## src/hdl/firmware_update_handshake_fsm_unit_macros.svh

```systemverilog
// assertion macros for the firmware update handshake unit
// no dependencies; taken in by files that carry concurrent checks
`ifndef FIRMWARE_UPDATE_HANDSHAKE_FSM_UNIT_MACROS_SVH
`define FIRMWARE_UPDATE_HANDSHAKE_FSM_UNIT_MACROS_SVH

// same-cycle implication check
`define FWU_ASSERT_IMPLIES(label, clk, rst, pre, post, msg) \
   label: assert property (@(posedge clk) disable iff (rst) (pre) |-> (post)) \
      else $error(msg);

// next-cycle implication check
`define FWU_ASSERT_NEXT(label, clk, rst, pre, post, msg) \
   label: assert property (@(posedge clk) disable iff (rst) (pre) |=> (post)) \
      else $error(msg);

`endif

```

## src/hdl/fwu_pkg.sv

```systemverilog
// shared types and constants of the firmware update handshake unit
// no dependencies
package fwu_pkg;

   // packet window size and byte count width
   localparam logic [5:0] PACKET_BYTES = 6'd16;
   localparam int         CNT_W        = 6;

   // session phases
   localparam logic [2:0] PH_SYNC       = 3'd0;
   localparam logic [2:0] PH_UPDATE_REQ = 3'd1;
   localparam logic [2:0] PH_ID_CHECK   = 3'd2;
   localparam logic [2:0] PH_LENGTH     = 3'd3;
   localparam logic [2:0] PH_RECEIVE    = 3'd4;
   localparam logic [2:0] PH_DONE       = 3'd5;

   // input item kinds
   localparam logic [1:0] KIND_RAW    = 2'd0;
   localparam logic [1:0] KIND_PACKET = 2'd1;
   localparam logic [1:0] KIND_TICK   = 2'd2;

   // result actions
   localparam logic [1:0] ACT_REPLY = 2'd0;
   localparam logic [1:0] ACT_ERASE = 2'd1;
   localparam logic [1:0] ACT_WRITE = 2'd2;

   // reply codes
   localparam logic [2:0] RC_SYNC      = 3'd0;
   localparam logic [2:0] RC_UPDATE_OK = 3'd1;
   localparam logic [2:0] RC_ID_REQ    = 3'd2;
   localparam logic [2:0] RC_LEN_REQ   = 3'd3;
   localparam logic [2:0] RC_READY     = 3'd4;
   localparam logic [2:0] RC_SUCCESS   = 3'd5;
   localparam logic [2:0] RC_NACK      = 3'd6;

   // register indexes
   localparam logic [2:0] REG_TIMEOUT   = 3'd0;
   localparam logic [2:0] REG_DEV_IDENT = 3'd1;
   localparam logic [2:0] REG_MAX_LEN   = 3'd2;
   localparam logic [2:0] REG_APP_BASE  = 3'd3;
   localparam logic [2:0] REG_CODE_UPD  = 3'd4;
   localparam logic [2:0] REG_CODE_ID   = 3'd5;
   localparam logic [2:0] REG_CODE_LEN  = 3'd6;

   // register reset values
   localparam logic [15:0] RST_TIMEOUT   = 16'd5000;
   localparam logic [7:0]  RST_DEV_IDENT = 8'h42;
   localparam logic [20:0] RST_MAX_LEN   = 21'd114688;
   localparam logic [31:0] RST_APP_BASE  = 32'd134234112;
   localparam logic [7:0]  RST_CODE_UPD  = 8'd1;
   localparam logic [7:0]  RST_CODE_ID   = 8'd2;
   localparam logic [7:0]  RST_CODE_LEN  = 8'd3;

   // sync pattern and fill byte
   localparam logic [31:0] SYNC_PATTERN = 32'hC4557E10;
   localparam logic [7:0]  FILL_BYTE    = 8'hFF;
   localparam logic [15:0] TICKS_MAX    = 16'hFFFF;

   // request packet lengths
   localparam logic [7:0] NEED_UPDATE = 8'd1;
   localparam logic [7:0] NEED_ID     = 8'd2;
   localparam logic [7:0] NEED_LENGTH = 8'd5;

   // one result item
   typedef struct packed {
      logic [1:0]  action;
      logic [2:0]  reply_code;
      logic [31:0] write_address;
      logic [7:0]  write_data;
      logic        finished;
      logic        last_result;
   } result_type;

   // reply result with no write payload
   function automatic result_type make_reply(logic [1:0] act, logic [2:0] code,
                                             logic fin);
      result_type r;
      r               = '0;
      r.action        = act;
      r.reply_code    = code;
      r.finished      = fin;
      return r;
   endfunction

endpackage

```

## src/hdl/firmware_update_handshake_fsm_unit.sv

```systemverilog
// top level of the firmware update handshake unit: registers, phase logic,
// result queue; depends on fwu_pkg and firmware_update_handshake_fsm_unit_macros.svh

// The unit takes one item per clock into an input register while the result
// queue has room, evaluates it there against the session state and pushes zero,
// one or two results into a four-entry result queue that drives the rsp_ channel.
// Items giving one result or none sustain one item per cycle while rsp_ready is
// high, while items giving two results are paced by the result port, which
// delivers one transfer per cycle while rsp_ready is high. The input register moves on
// whenever the queue holds two or fewer results. Registers sit on an APB-style
// port at byte address 4*i, always ready; write them only while the unit is idle.
`include "firmware_update_handshake_fsm_unit_macros.svh"

module firmware_update_handshake_fsm_unit (
   input  logic        clock,
   input  logic        reset,
   // input items
   input  logic        req_valid,
   output logic        req_ready,
   input  logic [1:0]  req_kind,
   input  logic [7:0]  req_byte_value,
   input  logic [3:0]  req_byte_index,
   input  logic [7:0]  req_length_field,
   input  logic        req_last_byte,
   // result items
   output logic        rsp_valid,
   input  logic        rsp_ready,
   output logic [1:0]  rsp_action,
   output logic [2:0]  rsp_reply_code,
   output logic [31:0] rsp_write_address,
   output logic [7:0]  rsp_write_data,
   output logic        rsp_finished,
   output logic        rsp_last_result,
   // configuration
   input  logic        psel,
   input  logic        penable,
   input  logic        pwrite,
   input  logic [4:0]  paddr,
   input  logic [31:0] pwdata,
   output logic [31:0] prdata,
   output logic        pready
);

   // configuration registers
   logic [15:0] timeout_ff;
   logic [7:0]  dev_ident_ff;
   logic [20:0] max_len_ff;
   logic [31:0] app_base_ff;
   logic [7:0]  code_upd_ff;
   logic [7:0]  code_id_ff;
   logic [7:0]  code_len_ff;

   // input register
   logic        in_valid_ff;
   logic [1:0]  in_kind_ff;
   logic [7:0]  in_value_ff;
   logic [3:0]  in_index_ff;
   logic [7:0]  in_length_ff;
   logic        in_last_ff;

   // session state
   logic [2:0]  phase_ff,        phase_in;
   logic [31:0] window_ff,       window_in;
   logic [15:0] idle_ff,         idle_in;
   logic [31:0] image_len_ff,    image_len_in;
   logic [31:0] bytes_done_ff,   bytes_done_in;
   logic        pkt_ok_ff,       pkt_ok_in;

   // result queue
   fwu_pkg::result_type q_ff [4];
   logic [1:0]  head_ff;
   logic [1:0]  tail_ff;
   logic [2:0]  count_ff;

   // evaluation outputs
   fwu_pkg::result_type res0, res1;
   logic [1:0]  res_n;
   logic        proc_fire;
   logic        pop;
   logic [1:0]  push_n;
   logic        cfg_write;

   assign cfg_write = psel & penable & pwrite & pready;
   assign pready    = 1'b1;

   // register writes
   always_ff @(posedge clock) begin
      if (reset) begin
         timeout_ff   <= fwu_pkg::RST_TIMEOUT;
         dev_ident_ff <= fwu_pkg::RST_DEV_IDENT;
         max_len_ff   <= fwu_pkg::RST_MAX_LEN;
         app_base_ff  <= fwu_pkg::RST_APP_BASE;
         code_upd_ff  <= fwu_pkg::RST_CODE_UPD;
         code_id_ff   <= fwu_pkg::RST_CODE_ID;
         code_len_ff  <= fwu_pkg::RST_CODE_LEN;
      end else if (cfg_write) begin
         case (paddr[4:2])
            fwu_pkg::REG_TIMEOUT:   timeout_ff   <= pwdata[15:0];
            fwu_pkg::REG_DEV_IDENT: dev_ident_ff <= pwdata[7:0];
            fwu_pkg::REG_MAX_LEN:   max_len_ff   <= pwdata[20:0];
            fwu_pkg::REG_APP_BASE:  app_base_ff  <= pwdata;
            fwu_pkg::REG_CODE_UPD:  code_upd_ff  <= pwdata[7:0];
            fwu_pkg::REG_CODE_ID:   code_id_ff   <= pwdata[7:0];
            fwu_pkg::REG_CODE_LEN:  code_len_ff  <= pwdata[7:0];
            default: ;
         endcase
      end
   end

   // register readback
   always_comb begin
      case (paddr[4:2])
         fwu_pkg::REG_TIMEOUT:   prdata = {16'd0, timeout_ff};
         fwu_pkg::REG_DEV_IDENT: prdata = {24'd0, dev_ident_ff};
         fwu_pkg::REG_MAX_LEN:   prdata = {11'd0, max_len_ff};
         fwu_pkg::REG_APP_BASE:  prdata = app_base_ff;
         fwu_pkg::REG_CODE_UPD:  prdata = {24'd0, code_upd_ff};
         fwu_pkg::REG_CODE_ID:   prdata = {24'd0, code_id_ff};
         fwu_pkg::REG_CODE_LEN:  prdata = {24'd0, code_len_ff};
         default:                prdata = 32'd0;
      endcase
   end

   // input register handshake
   assign proc_fire = in_valid_ff && (count_ff <= 3'd2);
   assign req_ready = !in_valid_ff || proc_fire;

   always_ff @(posedge clock) begin
      if (reset) begin
         in_valid_ff <= 1'b0;
      end else if (req_ready) begin
         in_valid_ff <= req_valid;
      end
   end

   always_ff @(posedge clock) begin
      if (req_valid && req_ready) begin
         in_kind_ff   <= req_kind;
         in_value_ff  <= req_byte_value;
         in_index_ff  <= req_byte_index;
         in_length_ff <= req_length_field;
         in_last_ff   <= req_last_byte;
      end
   end

   // item evaluation against session state
   always_comb begin
      logic [15:0]            idle_sat;
      logic [fwu_pkg::CNT_W-1:0] cnt_raw;
      logic [fwu_pkg::CNT_W-1:0] cnt;
      logic [fwu_pkg::CNT_W-1:0] idx_ext;
      logic [7:0]             need;
      logic [7:0]             code;
      logic                   byte_good;
      logic                   ok;

      phase_in      = phase_ff;
      window_in     = window_ff;
      idle_in       = idle_ff;
      image_len_in  = image_len_ff;
      bytes_done_in = bytes_done_ff;
      pkt_ok_in     = pkt_ok_ff;
      res0          = '0;
      res1          = '0;
      res_n         = 2'd0;

      idle_sat  = (idle_ff < fwu_pkg::TICKS_MAX) ? idle_ff + 16'd1 : idle_ff;
      cnt_raw   = {1'b0, in_length_ff[4:0]} + 1'b1;
      cnt       = (cnt_raw > fwu_pkg::PACKET_BYTES) ? fwu_pkg::PACKET_BYTES : cnt_raw;
      idx_ext   = {{(fwu_pkg::CNT_W-4){1'b0}}, in_index_ff};

      // request packet shape for this phase
      case (phase_ff)
         fwu_pkg::PH_UPDATE_REQ: begin
            need = fwu_pkg::NEED_UPDATE;
            code = code_upd_ff;
         end
         fwu_pkg::PH_ID_CHECK: begin
            need = fwu_pkg::NEED_ID;
            code = code_id_ff;
         end
         default: begin
            need = fwu_pkg::NEED_LENGTH;
            code = code_len_ff;
         end
      endcase

      // per-byte check of a request packet
      if (in_length_ff != need)
         byte_good = 1'b0;
      else if (in_index_ff == 4'd0)
         byte_good = (in_value_ff == code);
      else if ({4'd0, in_index_ff} >= need)
         byte_good = (in_value_ff == fwu_pkg::FILL_BYTE);
      else if (phase_ff == fwu_pkg::PH_ID_CHECK && in_index_ff == 4'd1)
         byte_good = (in_value_ff == dev_ident_ff);
      else
         byte_good = 1'b1;

      ok = 1'b0;

      if (!proc_fire || phase_ff >= fwu_pkg::PH_DONE) begin
         // nothing to do
      end else if (in_kind_ff == fwu_pkg::KIND_TICK) begin
         idle_in = idle_sat;
         if (idle_sat >= timeout_ff) begin
            phase_in = fwu_pkg::PH_DONE;
            res0     = fwu_pkg::make_reply(fwu_pkg::ACT_REPLY, fwu_pkg::RC_NACK, 1'b1);
            res_n    = 2'd1;
         end
      end else if (in_kind_ff == fwu_pkg::KIND_RAW) begin
         if (phase_ff == fwu_pkg::PH_SYNC) begin
            window_in = {window_ff[23:0], in_value_ff};
            if ({window_ff[23:0], in_value_ff} == fwu_pkg::SYNC_PATTERN) begin
               idle_in  = 16'd0;
               phase_in = fwu_pkg::PH_UPDATE_REQ;
               res0     = fwu_pkg::make_reply(fwu_pkg::ACT_REPLY, fwu_pkg::RC_SYNC, 1'b0);
               res_n    = 2'd1;
            end
         end
      end else if (in_kind_ff == fwu_pkg::KIND_PACKET && phase_ff != fwu_pkg::PH_SYNC) begin
         if (phase_ff == fwu_pkg::PH_RECEIVE) begin
            // data packet: flash writes, then verdict on the last byte
            if (idx_ext < cnt) begin
               res0.action        = fwu_pkg::ACT_WRITE;
               res0.write_address = app_base_ff + bytes_done_ff
                                    + {28'd0, in_index_ff};
               res0.write_data    = in_value_ff;
               res_n              = 2'd1;
            end
            if (in_last_ff) begin
               bytes_done_in = bytes_done_ff + {{(32-fwu_pkg::CNT_W){1'b0}}, cnt};
               idle_in       = 16'd0;
               if (bytes_done_ff + {{(32-fwu_pkg::CNT_W){1'b0}}, cnt} >= image_len_ff) begin
                  phase_in = fwu_pkg::PH_DONE;
                  if (res_n == 2'd1)
                     res1 = fwu_pkg::make_reply(fwu_pkg::ACT_REPLY,
                                                fwu_pkg::RC_SUCCESS, 1'b1);
                  else
                     res0 = fwu_pkg::make_reply(fwu_pkg::ACT_REPLY,
                                                fwu_pkg::RC_SUCCESS, 1'b1);
               end else begin
                  if (res_n == 2'd1)
                     res1 = fwu_pkg::make_reply(fwu_pkg::ACT_REPLY,
                                                fwu_pkg::RC_READY, 1'b0);
                  else
                     res0 = fwu_pkg::make_reply(fwu_pkg::ACT_REPLY,
                                                fwu_pkg::RC_READY, 1'b0);
               end
               res_n = res_n + 2'd1;
            end
         end else begin
            // request packet bytes inside the window
            if (idx_ext < fwu_pkg::PACKET_BYTES) begin
               if (!byte_good)
                  pkt_ok_in = 1'b0;
               if (phase_ff == fwu_pkg::PH_LENGTH) begin
                  case (in_index_ff)
                     4'd1:    image_len_in[7:0]   = in_value_ff;
                     4'd2:    image_len_in[15:8]  = in_value_ff;
                     4'd3:    image_len_in[23:16] = in_value_ff;
                     4'd4:    image_len_in[31:24] = in_value_ff;
                     default: ;
                  endcase
               end
            end
            if (in_last_ff) begin
               ok        = pkt_ok_in;
               pkt_ok_in = 1'b1;
               if (phase_ff == fwu_pkg::PH_LENGTH && image_len_in > {11'd0, max_len_ff})
                  ok = 1'b0;
               if (!ok) begin
                  phase_in = fwu_pkg::PH_DONE;
                  res0     = fwu_pkg::make_reply(fwu_pkg::ACT_REPLY, fwu_pkg::RC_NACK, 1'b1);
                  res_n    = 2'd1;
               end else begin
                  idle_in = 16'd0;
                  case (phase_ff)
                     fwu_pkg::PH_UPDATE_REQ: begin
                        phase_in = fwu_pkg::PH_ID_CHECK;
                        res0 = fwu_pkg::make_reply(fwu_pkg::ACT_REPLY,
                                                   fwu_pkg::RC_UPDATE_OK, 1'b0);
                        res1 = fwu_pkg::make_reply(fwu_pkg::ACT_REPLY,
                                                   fwu_pkg::RC_ID_REQ, 1'b0);
                        res_n = 2'd2;
                     end
                     fwu_pkg::PH_ID_CHECK: begin
                        phase_in = fwu_pkg::PH_LENGTH;
                        res0 = fwu_pkg::make_reply(fwu_pkg::ACT_REPLY,
                                                   fwu_pkg::RC_LEN_REQ, 1'b0);
                        res_n = 2'd1;
                     end
                     default: begin
                        phase_in = fwu_pkg::PH_RECEIVE;
                        res0 = fwu_pkg::make_reply(fwu_pkg::ACT_ERASE, 3'd0, 1'b0);
                        res1 = fwu_pkg::make_reply(fwu_pkg::ACT_REPLY,
                                                   fwu_pkg::RC_READY, 1'b0);
                        res_n = 2'd2;
                     end
                  endcase
               end
            end
         end
      end

      // mark the final result of this item
      if (res_n == 2'd1)
         res0.last_result = 1'b1;
      else if (res_n == 2'd2)
         res1.last_result = 1'b1;
   end

   // session state registers
   always_ff @(posedge clock) begin
      if (reset) begin
         phase_ff      <= fwu_pkg::PH_SYNC;
         window_ff     <= 32'd0;
         idle_ff       <= 16'd0;
         image_len_ff  <= 32'd0;
         bytes_done_ff <= 32'd0;
         pkt_ok_ff     <= 1'b1;
      end else begin
         phase_ff      <= phase_in;
         window_ff     <= window_in;
         idle_ff       <= idle_in;
         image_len_ff  <= image_len_in;
         bytes_done_ff <= bytes_done_in;
         pkt_ok_ff     <= pkt_ok_in;
      end
   end

   // result queue
   assign pop    = rsp_valid && rsp_ready;
   assign push_n = res_n;

   always_ff @(posedge clock) begin
      if (reset) begin
         head_ff  <= 2'd0;
         tail_ff  <= 2'd0;
         count_ff <= 3'd0;
      end else begin
         head_ff  <= head_ff + {1'b0, pop};
         tail_ff  <= tail_ff + push_n;
         count_ff <= count_ff + {1'b0, push_n} - {2'd0, pop};
      end
   end

   always_ff @(posedge clock) begin
      if (push_n != 2'd0)
         q_ff[tail_ff] <= res0;
      if (push_n == 2'd2)
         q_ff[tail_ff + 2'd1] <= res1;
   end

   // result port from queue head
   assign rsp_valid         = (count_ff != 3'd0);
   assign rsp_action        = q_ff[head_ff].action;
   assign rsp_reply_code    = q_ff[head_ff].reply_code;
   assign rsp_write_address = q_ff[head_ff].write_address;
   assign rsp_write_data    = q_ff[head_ff].write_data;
   assign rsp_finished      = q_ff[head_ff].finished;
   assign rsp_last_result   = q_ff[head_ff].last_result;

   // checks
   `FWU_ASSERT_NEXT(a_done_sticky, clock, reset, phase_ff == fwu_pkg::PH_DONE, phase_ff == fwu_pkg::PH_DONE, "session left the done phase")
   `FWU_ASSERT_IMPLIES(a_finish_is_last, clock, reset, rsp_valid && rsp_finished, rsp_last_result, "finishing result not marked last")
   `FWU_ASSERT_IMPLIES(a_sync_clean, clock, reset, phase_ff == fwu_pkg::PH_SYNC, image_len_ff == 32'd0 && bytes_done_ff == 32'd0, "length state changed before sync")
   `FWU_ASSERT_IMPLIES(a_queue_bound, clock, reset, 1'b1, count_ff <= 3'd4, "result queue overflow")

endmodule

```

## config.mk

```make
export PLATFORM = sky130hd
export DESIGN_NAME = firmware_update_handshake_fsm_unit
export DESIGN_NICKNAME = d
export VERILOG_FILES = /design/src/hdl/fwu_pkg.sv /design/src/hdl/firmware_update_handshake_fsm_unit.sv
export VERILOG_INCLUDE_DIRS = /design/src /design/src/hdl
export SDC_FILE = /design/constraint.sdc
export NUM_CORES = 1
export LEC_CHECK = 0
export BUFFER_PORTS_ARGS = -buffer_cell sky130_fd_sc_hd__buf_2
export CORE_AREA = 2 2 228 230
export DETAILED_ROUTE_END_ITERATION = 7
export DIE_AREA = 0 0 230 232
export PLACE_DENSITY = 0.72
export SLEW_MARGIN = 20
export SYNTH_ARGS = -nofsm -noshare
export SYNTH_HDL_FRONTEND = slang
export SYNTH_SLANG_ARGS = --single-unit
```

## constraint.sdc

```tcl
create_clock -name clock -period 8.3 [get_ports clock]
set_input_delay 0.83 -clock clock [delete_from_list [all_inputs] [get_ports clock]]
set_output_delay 0.83 -clock clock [all_outputs]
set_load 0.03 [all_outputs]
```

==> summary.json, run 1 <==
{
  "result_of_the_run": "completed",
  "synth_area_leaders": "sky130_fd_sc_hd__dfxtp_1 (32%), sky130_fd_sc_hd__ha_1 (7.6%), sky130_fd_sc_hd__edfxtp_1 (5.3%), sky130_fd_sc_hd__nand2_1 (4.8%), sky130_fd_sc_hd__mux4_2 (4.6%)",
  "period_share_pct": 83.62,
  "yosysWarnings": 0,
  "synth_async_sr_flop_share_pct": 0,
  "timing.reg2reg.worst_path_depth": 27,
  "synth.net_count": 2892,
  "core_area_um2": 50890,
  "max_clock_freq_mhz": 144.1,
  "vdd_ir_drop_max_mv": 0.1561,
  "max_slew.worst_pin.slew_ns": 1.109,
  "drt_drc_violations_left": 0,
  "first_global_vias": 19690,
  "drt-total-wl_um": 70370,
  "slew-limit-headroom_pct": 25.78,
  "synth_area_um2": 24280,
  "finalSetupViolations": 0,
  "fillers": 4634,
  "hpwlAfterDp_um": 49490,
  "compound_cell_area_share_of_the_yosys_netlist_pct": 20.45,
  "final-hold-violation-count": 0,
  "initial_core_util_pct": 47.72,
  "final_layout_size_suffix_gt1_share_pct": 15.98,
  "ys_seq_elements": 428,
  "synthMostInstantiatedCell": "sky130_fd_sc_hd__dfxtp_1",
  "clockRootBuffer": "sky130_fd_sc_hd__clkbuf_16",
  "ys_seq_area_share_pct": 37.06,
  "fin_cells": 3459,
  "fin_skew_ns": 0.02497,
  "detailed_route_iter0_violations": 1923,
  "end_kind": "register",
  "post_synth_xor_area_fraction_pct": 3.823,
  "gr-usage-all-layers_pct": 25.48,
  "ant_nets": 0,
  "detailedRoute.firstPassIterationCount": 6,
  "grt_max_degree": 124,
  "worst_setup_path_start_kind": "register",
  "io_buffer_count": 145,
  "synth_top_cell_by_area": "sky130_fd_sc_hd__dfxtp_1",
  "cp-endpoint": "q_ff[0][1]",
  "fin_setup_tns_ns": 0,
  "first_pass_grt_wire_length_um": 108700,
  "dominantRegCellSynth": "sky130_fd_sc_hd__dfxtp_1",
  "dpl.cell_count": 3366,
  "antenna_found_initial": 0,
  "netlist_instances": 2671,
  "cts.repair.resized": 0,
  "floorplan.die_area_um2": 53360,
  "cts_tree": "done",
  "ctsHtreeMaxLevel": 2,
  "synth.mux.area_fraction_pct": 8.697,
  "rr_endpoint": "q_ff[0][1]",
  "synth_top_family_by_area": "compound AO/OA/AOI/OAI gates",
  "rsz0062_at_grt": "false",
  "tritoncts_sinks": 428,
  "synth.avg_cell_area_um2": 9.091,
  "finish.net_count": 2960,
  "detail_route.vias_per_cell": 5.989,
  "cts-root-to-sink-buffers": 3,
  "p_leak_nw": 10.61,
  "critical_path.reg2reg.startpoint": "in_length_ff[0]",
  "max-cap-violations": 0,
  "synth_edf_count": 43,
  "num_rows": 83,
  "wl_per_cell_um": 20.34,
  "die_w_um": 230,
  "final.min_clock_period_ns": 6.941,
  "layout-area-overhead-vs-synth_pct": 11.29,
  "post_cts_buffers": 0,
  "vias": 20720,
  "yosys.cell_types.count": 100,
  "finalPower_mw": 5.712,
  "crit_required_ns": 8.59,
  "worst-r2r-setup-slack_ns": 1.36,
  "cts-hold-fix-buffers": 0,
  "clk_transition_reported_paths_ns": 0.06,
  "crit_start": "in_length_ff[0]",
  "cts_buffers": 48,
  "slew_violations": 0,
  "grt-ovfl-total": 0,
  "p_per_area_nw_per_um2": 211.4,
  "synth.top_cell.area_share_pct": 31.74,
  "clock_insertion_delay_worst_skew_ns": 0.61,
  "yosys-top-cells-count": "sky130_fd_sc_hd__dfxtp_1 (385), sky130_fd_sc_hd__nand2_1 (311), sky130_fd_sc_hd__nor2_1 (201)",
  "final_weighted_congestion_in_routability_driven_placement": 0.9246,
  "critPathMaxFanout": 8,
  "cp_arrival_ns": 7.23,
  "post_synthesis_share_of_cell_area_spent_on_full_adders_half_adders_and_majority_gates_pct": 8.151,
  "floorplan.io_pins": 149,
  "yosys.area_share.simple_pct": 15.71,
  "timing.final.ws_setup_ns": 1.359,
  "placement.setup.worst_slack_ns": 1.507,
  "criticalPathCategory": "reg2reg",
  "holdCritPathClass": "in2reg",
  "die_height_um": 232
}
cell usage in the layout, fill, tap and decap left out, types with 14 or more instances in the layout:
| cell | n |
|---|---|
| sky130_fd_sc_hd__a21oi_1 | 193 |
| sky130_fd_sc_hd__nand2_1 | 309 |
| sky130_fd_sc_hd__o221a_2 | 68 |
| sky130_fd_sc_hd__o21ai_1 | 65 |
| sky130_fd_sc_hd__buf_4 | 28 |
| sky130_fd_sc_hd__ha_1 | 147 |
| sky130_fd_sc_hd__nor3_1 | 19 |
| sky130_fd_sc_hd__nor2_1 | 201 |
| sky130_fd_sc_hd__mux2_2 | 20 |
| sky130_fd_sc_hd__dfxtp_1 | 382 |
| sky130_fd_sc_hd__xor2_1 | 44 |
| sky130_fd_sc_hd__o21a_1 | 15 |
| sky130_fd_sc_hd__mux4_2 | 50 |
| sky130_fd_sc_hd__o21ai_0 | 72 |
| sky130_fd_sc_hd__inv_1 | 185 |
| sky130_fd_sc_hd__o22ai_1 | 14 |
| sky130_fd_sc_hd__and3_1 | 35 |
| sky130_fd_sc_hd__edfxtp_1 | 43 |
| sky130_fd_sc_hd__buf_2 | 144 |
| sky130_fd_sc_hd__a22o_1 | 81 |
| sky130_fd_sc_hd__nor2b_1 | 20 |
| sky130_fd_sc_hd__nand2b_1 | 16 |
| sky130_fd_sc_hd__clkbuf_16 | 48 |
| sky130_fd_sc_hd__a211o_1 | 18 |
| sky130_fd_sc_hd__mux2i_1 | 76 |
| sky130_fd_sc_hd__or3_1 | 17 |
| sky130_fd_sc_hd__a21o_1 | 46 |
| sky130_fd_sc_hd__nand3_1 | 54 |
| sky130_fd_sc_hd__nand4_1 | 26 |
| sky130_fd_sc_hd__xnor2_1 | 62 |
how the worst min path moves through the flow:
stage,from,end,slack [ns],depth (start not counted)
after floorplan,q_ff[3][46],q_ff[3][46],0.42,1
after global placement,q_ff[3][46],q_ff[3][46],0.43,1
after detailed placement,window_ff[18],window_ff[18],0.44,2
after CTS,req_byte_value[2],in_value_ff[2],0.38,1
after global routing,req_byte_value[2],in_value_ff[2],0.39,1
final,req_byte_value[2],in_value_ff[2],0.41,1
power by group:
part | switching, mW | internal, mW | leakage (nW)
logic | 0.705 | 0.502 | 6.30
registers | 0.127 | 2.23 | 3.53
clock network | 0.903 | 1.25 | 0.781
total | 1.73 | 3.98 | 10.6
sequential cells by signal, summed over array words and instances, names as in the netlist, 16 cells and up:
| register | flops |
|---|---|
| idle_ff | 16 |
| bytes_done_ff | 32 |
| image_len_ff | 32 |
| window_ff | 24 |
| max_len_ff | 21 |
| q_ff | 188 |
| timeout_ff | 16 |
| app_base_ff | 32 |
routing by layer:
metal  wire (µm)  share of wire (%)  up-vias  GRT usage [%]
met5           0                  0        -              0
met4        2303                3.3        0          9.839
met3        5343                7.6      135          3.794
met2       32470                 46      865          41.72
met1       30260                 43     9949          33.95
li1            -                  -     9768              -
layout make-up:
| cell class | count | area (µm²) | area share (%) |
|---|---|---|---|
| multi-input combinational | 1896 | 13840 | 51.21 |
| sequential | 428 | 9005 | 33.32 |
| clock buffer | 66 | 1329 | 4.917 |
| timing repair buffer | 176 | 1025 | 3.792 |
| tap | 680 | 850.8 | 3.148 |
| inverter | 189 | 716.9 | 2.653 |
| clock inverter | 23 | 256.5 | 0.9491 |
| antenna | 1 | 2.502 | 0.009259 |
cell families (layout without fill, tap and decap cells):
kind of cell / count (synthesis) / in the layout
compound gates: 697 / 697
xor+xnor: 106 / 106
fa+ha+maj: 154 / 154
buf+inv: 347 / 454
flops: 428 / 428
mux: 146 / 146
other cells: 2 / 3
simple gates: 791 / 791
worst max-delay path, cell delays in order, from the launching register on:
cell	delay [ns]
sky130_fd_sc_hd__edfxtp_1	0.43
sky130_fd_sc_hd__ha_1	0.31
sky130_fd_sc_hd__a21oi_1	0.16
sky130_fd_sc_hd__a31oi_1	0.06
sky130_fd_sc_hd__nor2_1	0.24
sky130_fd_sc_hd__ha_1	0.22
sky130_fd_sc_hd__inv_1	0.05
sky130_fd_sc_hd__fa_1	0.39
sky130_fd_sc_hd__nor2b_1	0.12
sky130_fd_sc_hd__o21ai_0	0.11
sky130_fd_sc_hd__a21boi_0	0.24
sky130_fd_sc_hd__o21ai_0	0.16
sky130_fd_sc_hd__a211o_1	0.45
sky130_fd_sc_hd__or4_1	0.64
sky130_fd_sc_hd__nor2_1	0.48
sky130_fd_sc_hd__nand3_1	0.17
sky130_fd_sc_hd__xnor2_1	0.16
sky130_fd_sc_hd__ha_1	0.30
sky130_fd_sc_hd__a21o_1	0.16
sky130_fd_sc_hd__a21oi_1	0.14
sky130_fd_sc_hd__o21ai_0	0.09
sky130_fd_sc_hd__a21o_1	0.18
sky130_fd_sc_hd__a21oi_1	0.19
sky130_fd_sc_hd__o41ai_1	0.21
sky130_fd_sc_hd__buf_4	0.21
sky130_fd_sc_hd__a31o_2	0.24
sky130_fd_sc_hd__a21oi_1	0.36
sky130_fd_sc_hd__o22ai_1	0.16
per-stage QoR:
step	hold slack, ns	util [%]	instance area, µm²
floorplan	0.4212	-	24280
global placement	0.4310	49.81	25350
detailed placement	0.4437	49.81	25350
CTS	0.3847	52.93	26930
global route	0.3914	53.11	27020
finish	0.4085	53.11	27030
Note: power is estimated with default switching activity, not from simulation.
==> inputs of run 2 (changes only) <==
Settings changed: ABC_AREA set to 1, CORE_AREA 2 2 228 230 to 2 2 225 227, DIE_AREA 0 0 230 232 to 0 0 227 229.
Clock period 8.3 ns to 6.7 ns, I/O delays scaled along.
==> run 2 against run 1 <==
Compared with the run above: sequential power increased by 15%; area after synthesis shrank 2.8%; via count up 12%; core utilization fell by 0.17 points; largest cell class unchanged; clock power is 27% higher; critical endpoint is now q_ff[1][1]; clock skew fell by 0.00087 ns; hold slack lost 0.15 ns.
==> summary.json, run 2 <==
{
  "synth.net_count": {"value": 3504, "change": "+21%"},
  "clock_insertion_delay_worst_skew": {"value": 0.60, "unit": "ns", "change": "about the same"},
  "clk_transition_reported_paths": {"value": 0.06, "unit": "ns", "change": "about the same"},
  "layout-area-overhead-vs-synth": {"value": 11.36, "unit": "%", "change": "about the same"},
  "min_delay_path_depth": {"value": 1, "change": "unchanged"},
  "end_kind": "register",
  "slew_violations": {"value": 0, "change": "unchanged"},
  "die_height": {"value": 229, "unit": "µm", "change": "-1.3%"},
  "wl_per_cell": {"value": 18.60, "unit": "µm", "change": "-8.6%"},
  "timing.reg2reg.worst_path_depth": {"value": 35, "change": "+30%"},
  "mostFrequentLayoutCells": "sky130_fd_sc_hd__nand2_1 (516), sky130_fd_sc_hd__nand3_1 (428), sky130_fd_sc_hd__dfxtp_1 (384)",
  "yosys-top-cells-count": "sky130_fd_sc_hd__nand2_1 (516), sky130_fd_sc_hd__nand3_1 (432), sky130_fd_sc_hd__dfxtp_1 (385)",
  "synthMostInstantiatedCell": "sky130_fd_sc_hd__nand2_1",
  "synth.top_cell.area_share": {"value": 32.65, "unit": "%", "change": "+0.91 points"},
  "max-cap-violations": {"value": 0, "change": "unchanged"},
  "finish.net_count": {"value": 3553, "change": "+20%"},
  "cts_buffers": {"value": 49, "change": "+2.1%"},
  "criticalPathCategory": "reg2reg",
  "whs_endpoint": "in_value_ff[3]",
  "p_leak": {"value": 12.11, "unit": "nW", "change": "+14%"},
  "synth_edf_count": {"value": 43, "change": "unchanged"},
  "netlist_instances": {"value": 3283, "change": "+23%"},
  "final_weighted_congestion_in_routability_driven_placement": {"value": 0.9377, "change": "+1.4%"},
  "power_frac_comb": {"value": 21.4, "unit": "%", "change": "+0.3 points"},
  "cp_arrival": {"value": 6.42, "unit": "ns", "change": "-0.81 ns"},
  "grt_max_degree": {"value": 120, "change": "-3.2%"},
  "yosys.cell_types.count": {"value": 52, "change": "-48%"},
  "final_core_util": {"value": 52.94, "unit": "%", "change": "-0.17 points"},
  "ant_nets": {"value": 0, "change": "unchanged"},
  "synth_area_leaders": "sky130_fd_sc_hd__dfxtp_1 (33%), sky130_fd_sc_hd__nand3_1 (9.2%), sky130_fd_sc_hd__nand2_1 (8.2%), sky130_fd_sc_hd__ha_1 (7.8%), sky130_fd_sc_hd__o21ai_0 (7.4%)",
  "largest_register": "q_ff",
  "detailedRoute.firstPassIterationCount": {"value": 5, "change": "-1"},
  "initial_core_util": {"value": 47.54, "unit": "%", "change": "-0.18 points"},
  "slew-limit-headroom": {"value": 27.39, "unit": "%", "change": "+1.6 points"},
  "drt_drc_violations_left": {"value": 0, "change": "unchanged"},
  "worstHoldStart": "req_byte_value[3]",
  "ctsHtreeMaxLevel": {"value": 2, "change": "unchanged"},
  "most_common_cell_after_layout_fill_and_taps_aside": "sky130_fd_sc_hd__nand2_1",
  "synth.avg_cell_area": {"value": 7.190, "unit": "µm²", "change": "-21%"},
  "grt-ovfl-total": {"value": 0, "change": "unchanged"},
  "drt-total-wl": {"value": 75270, "unit": "µm", "change": "+7.0%"},
  "die_w": {"value": 227, "unit": "µm", "change": "-1.3%"},
  "floorplan.io_pins": {"value": 149, "change": "unchanged"},
  "worst_path_largest_cell_delay": {"value": 0.44, "unit": "ns", "change": "-0.20 ns"},
  "clkPwrFrac": {"value": 39.5, "unit": "%", "change": "+1.8 points"},
  "post_dp_cell_area": {"value": 24620, "unit": "µm²", "change": "-2.9%"},
  "crit_required": {"value": 7.16, "unit": "ns", "change": "-1.43 ns"},
  "ys_seq_elements": {"value": 428, "change": "unchanged"},
  "synth_top_cell_by_area": "sky130_fd_sc_hd__dfxtp_1",
  "cts-hold-fix-buffers": {"value": 0, "change": "unchanged"},
  "final_layout_size_suffix_gt1_share": {"value": 8.452, "unit": "%", "change": "-7.5 points"},
  "cts.repair.resized": {"value": 0, "change": "unchanged"},
  "power_report.internal_total": {"value": 4.671, "unit": "mW", "change": "+17%"},
  "holdCritPathClass": "in2reg",
  "clockRootBuffer": "sky130_fd_sc_hd__clkbuf_16",
  "post_cts_buffers": {"value": 0, "change": "unchanged"},
  "worst_setup_path_start_kind": "register",
  "largest_register_ffs": {"value": 188, "change": "unchanged"},
  "max_clock_freq": {"value": 167.7, "unit": "MHz", "change": "+16%"},
  "io_buffer_count": {"value": 145, "change": "unchanged"},
  "critical_path.reg2reg.startpoint": "in_length_ff[0]",
  "detailed_route_iter0_violations": {"value": 2595, "change": "+35%"},
  "fin_skew": {"value": 0.02410, "unit": "ns", "change": "-0.0008726 ns"},
  "floorplan.die_area": {"value": 51980, "unit": "µm²", "change": "-2.6%"},
  "period_share": {"value": 88.98, "unit": "%", "change": "+5.4 points"},
  "antenna_found_initial": {"value": 3, "change": "+3"},
  "worst-r2r-setup-slack": {"value": 0.74, "unit": "ns", "change": "-0.62 ns"},
  "first_pass_grt_wire_length": {"value": 116500, "unit": "µm", "change": "+7.2%"},
  "first_global_vias": {"value": 20990, "change": "+6.6%"},
  "detail_route.vias_per_cell": {"value": 5.714, "change": "-4.6%"},
  "share_seq_of_total_power": {"value": 39.1, "unit": "%", "change": "-2.1 points"},
  "hpwlAfterDp": {"value": 50810, "unit": "µm", "change": "+2.7%"},
  "num_rows": {"value": 82, "change": "-1.2%"},
  "power.net_switching": {"value": 2.257, "unit": "mW", "change": "+30%"},
  "cts_tree": "done",
  "core_area": {"value": 49660, "unit": "µm²", "change": "-2.4%"},
  "p_sw_share": {"value": 32.58, "unit": "%", "change": "+2.2 points"},
  "result_of_the_run": "completed",
  "ys_seq_area_share": {"value": 38.12, "unit": "%", "change": "+1.1 points"},
  "synth_area": {"value": 23610, "unit": "µm²", "change": "-2.8%"},
  "final.min_clock_period": {"value": 5.962, "unit": "ns", "change": "-0.9793 ns"},
  "fillers": {"value": 4969, "change": "+7.2%"},
  "critPathMaxFanout": {"value": 4, "change": "-4"},
  "layout.cell_area.non_filler": {"value": 26290, "unit": "µm²", "change": "-2.7%"},
  "vias": {"value": 23120, "change": "+12%"},
  "rsz0062_at_grt": "false",
  "fin_setup_tns": {"value": 0, "unit": "ns", "change": "unchanged"},
  "cts-root-to-sink-buffers": {"value": 3, "change": "unchanged"},
  "vdd_ir_drop_max": {"value": 0.2282, "unit": "mV", "change": "+46%"},
  "yosysWarnings": {"value": 0, "change": "unchanged"},
  "synth_async_sr_flop_share": {"value": 0, "unit": "%", "change": "unchanged"},
  "final-hold-violation-count": {"value": 0, "change": "unchanged"},
  "dominantRegCellSynth": "sky130_fd_sc_hd__dfxtp_1",
  "gr-usage-all-layers": {"value": 28.28, "unit": "%", "change": "+2.8 points"},
  "worst_path_max_delay_cell": "sky130_fd_sc_hd__edfxtp_1",
  "crit_path_frequent_cell": "sky130_fd_sc_hd__nand2_1",
  "p_per_area": {"value": 263.5, "unit": "nW/µm²", "change": "+25%"},
  "finalSetupViolations": {"value": 0, "change": "unchanged"},
  "tritoncts_sinks": {"value": 428, "change": "unchanged"},
  "rr_endpoint": "q_ff[1][1]",
  "max_slew.worst_pin.slew": {"value": 1.089, "unit": "ns", "change": "-0.01999 ns"}
}
[run 2: changes by cell type in the layout (fill, tap and decap cells not counted), moves of 50 or more]
cell / change
sky130_fd_sc_hd__mux2i_1: -76
sky130_fd_sc_hd__a22o_1: -77
sky130_fd_sc_hd__nor2_1: +167
sky130_fd_sc_hd__o221a_2: -68
sky130_fd_sc_hd__nand2_1: +207
sky130_fd_sc_hd__o21ai_1: -65
sky130_fd_sc_hd__inv_1: +108
sky130_fd_sc_hd__o21ai_0: +275
sky130_fd_sc_hd__mux4_2: -50
sky130_fd_sc_hd__nand3_1: +374
[run 2: metrics by stage]
step	worst slack (ns)	power, mW	hold WS [ns]	std cells
5_1_grt	0.04095	7.178	0.2400	4046
3_5_place_dp	0.5344	4.224	0.4540	3953
3_3_place_gp	0.7141	4.217	0.4499	3953
4_1_cts	0.4347	6.935	0.2303	4044
6_report	0.7384	6.928	0.2540	4047
2_1_floorplan	1.563	3.776	0.4310	3283
[run 2: cells by family after synthesis]
logic type	share of synthesized area, %
AO/OA/AOI/OAI	16.65
XOR/XNOR	2.449
adder cells (fa/ha/maj)	8.385
buffers and inverters	8.406
flip-flops	38.12
other	0.03181
AND/OR/NAND/NOR	25.96
[run 2: critical path, delay by kind of cell (launching register included)]
| family | cells | cell delay, ns |
|---|---|---|
| AOI/OAI and AO/OA | 2 | 0.46 |
| xor gates and xnor gates | 2 | 0.35 |
| adders and majority gates | 4 | 1.13 |
| buffers and inverters | 5 | 0.40 |
| DFF | 1 | 0.44 |
| and+or+nand+nor | 22 | 3.03 |
[run 2: worst max path at each step]
stage                     from          to  cells after the start
2_1_floorplan  in_length_ff[0]  q_ff[1][1]                     35
3_3_place_gp   in_length_ff[0]  q_ff[1][1]                     35
3_5_place_dp   in_length_ff[0]  q_ff[1][1]                     35
4_1_cts        in_length_ff[0]  q_ff[1][1]                     34
5_1_grt        in_length_ff[0]  q_ff[2][1]                     34
6_report       in_length_ff[0]  q_ff[1][1]                     35
[run 2: power groups by stage]
stage                     clock network (mW)  logic, mW  registers (mW)
after global placement                     0       1.46            2.76
after floorplan                            0       1.04            2.74
after detailed placement                   0       1.46            2.76
after global routing                    2.86       1.61            2.71
after CTS                               2.76       1.47            2.71
final                                   2.74       1.48            2.71
[run 2: routing by layer]
layer | up-vias | GRT usage (%) | share of wire, %
li1 | 11240 | - | -
met1 | 10730 | 38.28 | 43
met2 | 986 | 45.04 | 45
met3 | 165 | 3.990 | 8.0
met4 | 2 | 11.97 | 3.9
met5 | - | 0 | 0.017
[run 2: area by class of cell]
cell class / instances / area [µm²] / area share (%)
Clock buffer: 78 / 1478 / 5.621
Timing Repair Buffer: 176 / 962.2 / 3.660
Clock inverter: 13 / 150.1 / 0.5711
Antenna cell: 3 / 7.507 / 0.02856
Multi-Input combinational cell: 2371 / 12700 / 48.30
Inverter: 306 / 1152 / 4.383
Sequential cell: 428 / 9000 / 34.23
Tap cell: 672 / 840.8 / 3.198
